## config.mk

```make
export PLATFORM = sky130hd
export DESIGN_NAME = bta_ram
export DESIGN_NICKNAME = d
export VERILOG_FILES = /design/src/rtl/bta_ram.sv
export SDC_FILE = /design/constraint.sdc
export NUM_CORES = 1
export LEC_CHECK = 0
export BUFFER_PORTS_ARGS = -buffer_cell sky130_fd_sc_hd__buf_2
export CAP_MARGIN = 20
export CELL_PAD_IN_SITES_DETAIL_PLACEMENT = 1
export CELL_PAD_IN_SITES_GLOBAL_PLACEMENT = 1
export CORE_ASPECT_RATIO = 1.25
export CORE_MARGIN = 2
export CORE_UTILIZATION = 48
export CTS_CLUSTER_DIAMETER = 200
export CTS_CLUSTER_SIZE = 14
export DETAILED_ROUTE_END_ITERATION = 8
export PLACE_DENSITY_LB_ADDON = 0.1
export SLEW_MARGIN = 15
export SYNTH_ARGS = -nofsm -noshare
export SYNTH_HDL_FRONTEND = slang
export SYNTH_SLANG_ARGS = --single-unit
```

## constraint.sdc

```tcl
create_clock -name clock -period 1.6 [get_ports clock]
set_input_delay 0.08 -clock clock [delete_from_list [all_inputs] [get_ports clock]]
set_output_delay 0.08 -clock clock [all_outputs]
set_load 0.1 [all_outputs]
```

## src/rtl/bta_ram.sv

```systemverilog
`default_nettype none

module bta_ram #(
   parameter int WIDTH = 8,
   parameter int DEPTH = 16
) (
   input  wire logic                     clock,
   input  wire logic                     wr_en,
   input  wire logic [$clog2(DEPTH)-1:0] wr_addr,
   input  wire logic [WIDTH-1:0]         wr_data,
   input  wire logic                     rd_en,
   input  wire logic [$clog2(DEPTH)-1:0] rd_addr,
   output logic      [WIDTH-1:0]         rd_data
);

   logic [WIDTH-1:0] mem_ff [DEPTH];
   logic [WIDTH-1:0] rd_data_ff;

   always_ff @(posedge clock) begin
      if (wr_en) begin
         mem_ff[wr_addr] <= wr_data;
      end
      if (rd_en) begin
         rd_data_ff <= mem_ff[rd_addr];
      end
   end

   assign rd_data = rd_data_ff;

endmodule

`default_nettype wire

```

==> results_dict.tcl <==
set metrics [dict create \
    grt_usage_pct 19.9 \
    crit_cells 3 \
    hp-class "in2reg" \
    antenna_left 0 \
    port_buffers 26 \
    fin_cells 435 \
    syn_nets 248 \
    ctsLongestPathBuffers 2 \
    synth_warnings 0 \
    post-route-period-util_pct 94.6 \
    die-area_um2 11700 \
    wirelength_um 10700 \
    finalPower_mw 8.39 \
    cts_resized 0 \
    grt_antenna_before_repair 0 \
    io_pins 27 \
    post_cts_buffers 0 \
    cts_buffers 17 \
    status "finished, final reports clean" \
    worst_pin_slew_ps 504 \
    crit_family "multiplexers" \
    coreArea_um2 10600 \
    start_util_pct 49.2 \
    clock_skew_ps 8.32 \
    mostFrequentLayoutCells "edfxtp_1 (136), buf_2 (26), buf_4 (23)" \
    final_common_cell "edfxtp_1" \
    gp_congestion 0.702 \
    drv_cap 0 \
    synth-seq-cells 136 \
    vias_per_cell 5.63 \
    hold_buffers 0 \
    finalSetupViolCount 0 \
    worstRegToRegCells 3 \
    cts.sinks 136 \
    grt_pass1_vias 2713 \
    clk_pin_slew_worst_paths_ps 60 \
    dp.cells 403 \
    syn_avg_cell_area_um2 22.8 \
    die_h_um 121 \
    rsz0062_at_grt "no" \
    hpwl_um 7090 \
    slowest_delay_ps 500 \
    root_buffer "clkbuf_16" \
    rows 42 \
    htreeDepth 4 \
    synth_top_area_cell "edfxtp_1" \
    endpoint_kind "flip-flop" \
    whs_ps 35.1 \
    fin_crit_ps 1510 \
    drt-wirelength-per-cell_um 24.5 \
    antenna_cells 0 \
    grt_overflow_total 0 \
    syn_area_um2 5230 \
    grt_pass1_wl_um 16400 \
    r2r_slack_ps 90 \
    drc_errors 0 \
    ys_seq_area_share_pct 78.1 \
    cts_tree "yes" \
    critPathKind "reg2reg" \
    clk_latency_ps 410 \
    crit_chain "mux4_1 > a22oi_1 > nand2_1" \
    ir_drop_mv 0.914 \
    routed-via-count 2450 \
    synth_top_area_share_pct 78.1 \
    ys_types 18 \
    area_growth_pct 19.7 \
    startpoint_type "flip-flop" \
    max_freq_ghz 0.660 \
    syn-instance-count 229 \
    netlist_top_cells_area "edfxtp_1 (78%), mux4_2 (7.8%), mux4_1 (7.0%)" \
    worstPathArrival_ps 1660 \
    powerDensity_nw_per_um2 1340 \
    drive_gt1_share_pct 32.7 \
    slowest_stage "mux4_1" \
    dr.pass1.iters 4 \
    hold_viol 0 \
    grt_start_max_net_pins 20 \
    crit_required_ps 1750 \
    dr.first_iter.drc_count 222 \
    critical_path_peak_fanout 1 \
    die_w_um 97.3 \
    holdPathStages 1 \
    static-leakage-power_nw 2.14 \
    finalMaxSlewViolations 0 \
    worst-path-buf-inv 0 \
    nets 309 \
    relSlewSlack_pct 66.6 \
]
power by group:
group / switching, mW / internal [mW] / total, mW
clock: 1.42 / 2.43 / 3.84
sequential: 0.0200 / 4.02 / 4.04
combinational: 0.338 / 0.169 / 0.507
synth_stat cells:
master and count:
nand3b_1 2, buf_2 3, and2_1 1, nand2b_1 2
and2b_1 1, edfxtp_1 136, nand3_1 1, nor3_1 4
or3b_2 1, nor2b_1 1, a22oi_1 16, buf_6 3
mux4_2 18, clkdlybuf4s25_2 3, buf_4 1, nor2_1 13
nand2_1 9, mux4_1 14
per-stage QoR:
step | TNS (ps) | utilization (%) | setup slack [ps] | cell area [µm²]
after floorplan | 0 | - | 27.1 | 5230
after global placement | -87.6 | 53.4 | -50.4 | 5670
after detailed placement | -66.8 | 53.4 | -51.0 | 5670
after CTS | 0 | 58.9 | 91.1 | 6250
after global routing | 0 | 58.9 | 20.7 | 6250
final | 0 | 58.9 | 85.8 | 6250
worst register-to-register path, delay by kind of cell (launching register included):
family | cells | cell delay (ps)
AO/OA/AOI/OAI | 1 | 320
flip-flops | 1 | 350
multiplexers | 1 | 500
AND/OR/NAND/NOR | 1 | 90
flip-flops by register name (all words and copies together), names as in the netlist:
register and count:
rd_data 8, mem_ff 128
cells by family after synthesis:
| logic type | count (synthesis) | share of synthesized area (%) |
|---|---|---|
| DFF | 136 | 78.1 |
| muxes | 32 | 14.8 |
| and+or+nand+nor | 35 | 3.14 |
| buffers and inverters | 10 | 1.65 |
| AOI/OAI and AO/OA | 16 | 2.30 |
per-layer routing:
layer	global-route usage, %	routed length [µm]	up-vias
met1	25.8	4520	1269
met5	0	0	-
met3	4.74	446	11
met4	8.07	128	0
li1	-	-	1102
met2	32.9	5580	68
worst paths after layout:
check,from,to
worst min-delay path,rd_en,rd_data[1]
worst max register to register,mem_ff[1][2],rd_data[2]
worst max-delay path,mem_ff[1][2],rd_data[2]
worst min register to register,mem_ff[14][2],rd_data[2]
area by class of cell:
cell class | count | area [µm²]
fill | 908 | 4360
sequential | 136 | 4080
multi-input combinational | 83 | 1060
clock buffer | 18 | 429
timing repair buffer | 52 | 363
tap | 132 | 165
clock inverter | 14 | 156
Note: power is estimated with default switching activity, not from simulation.
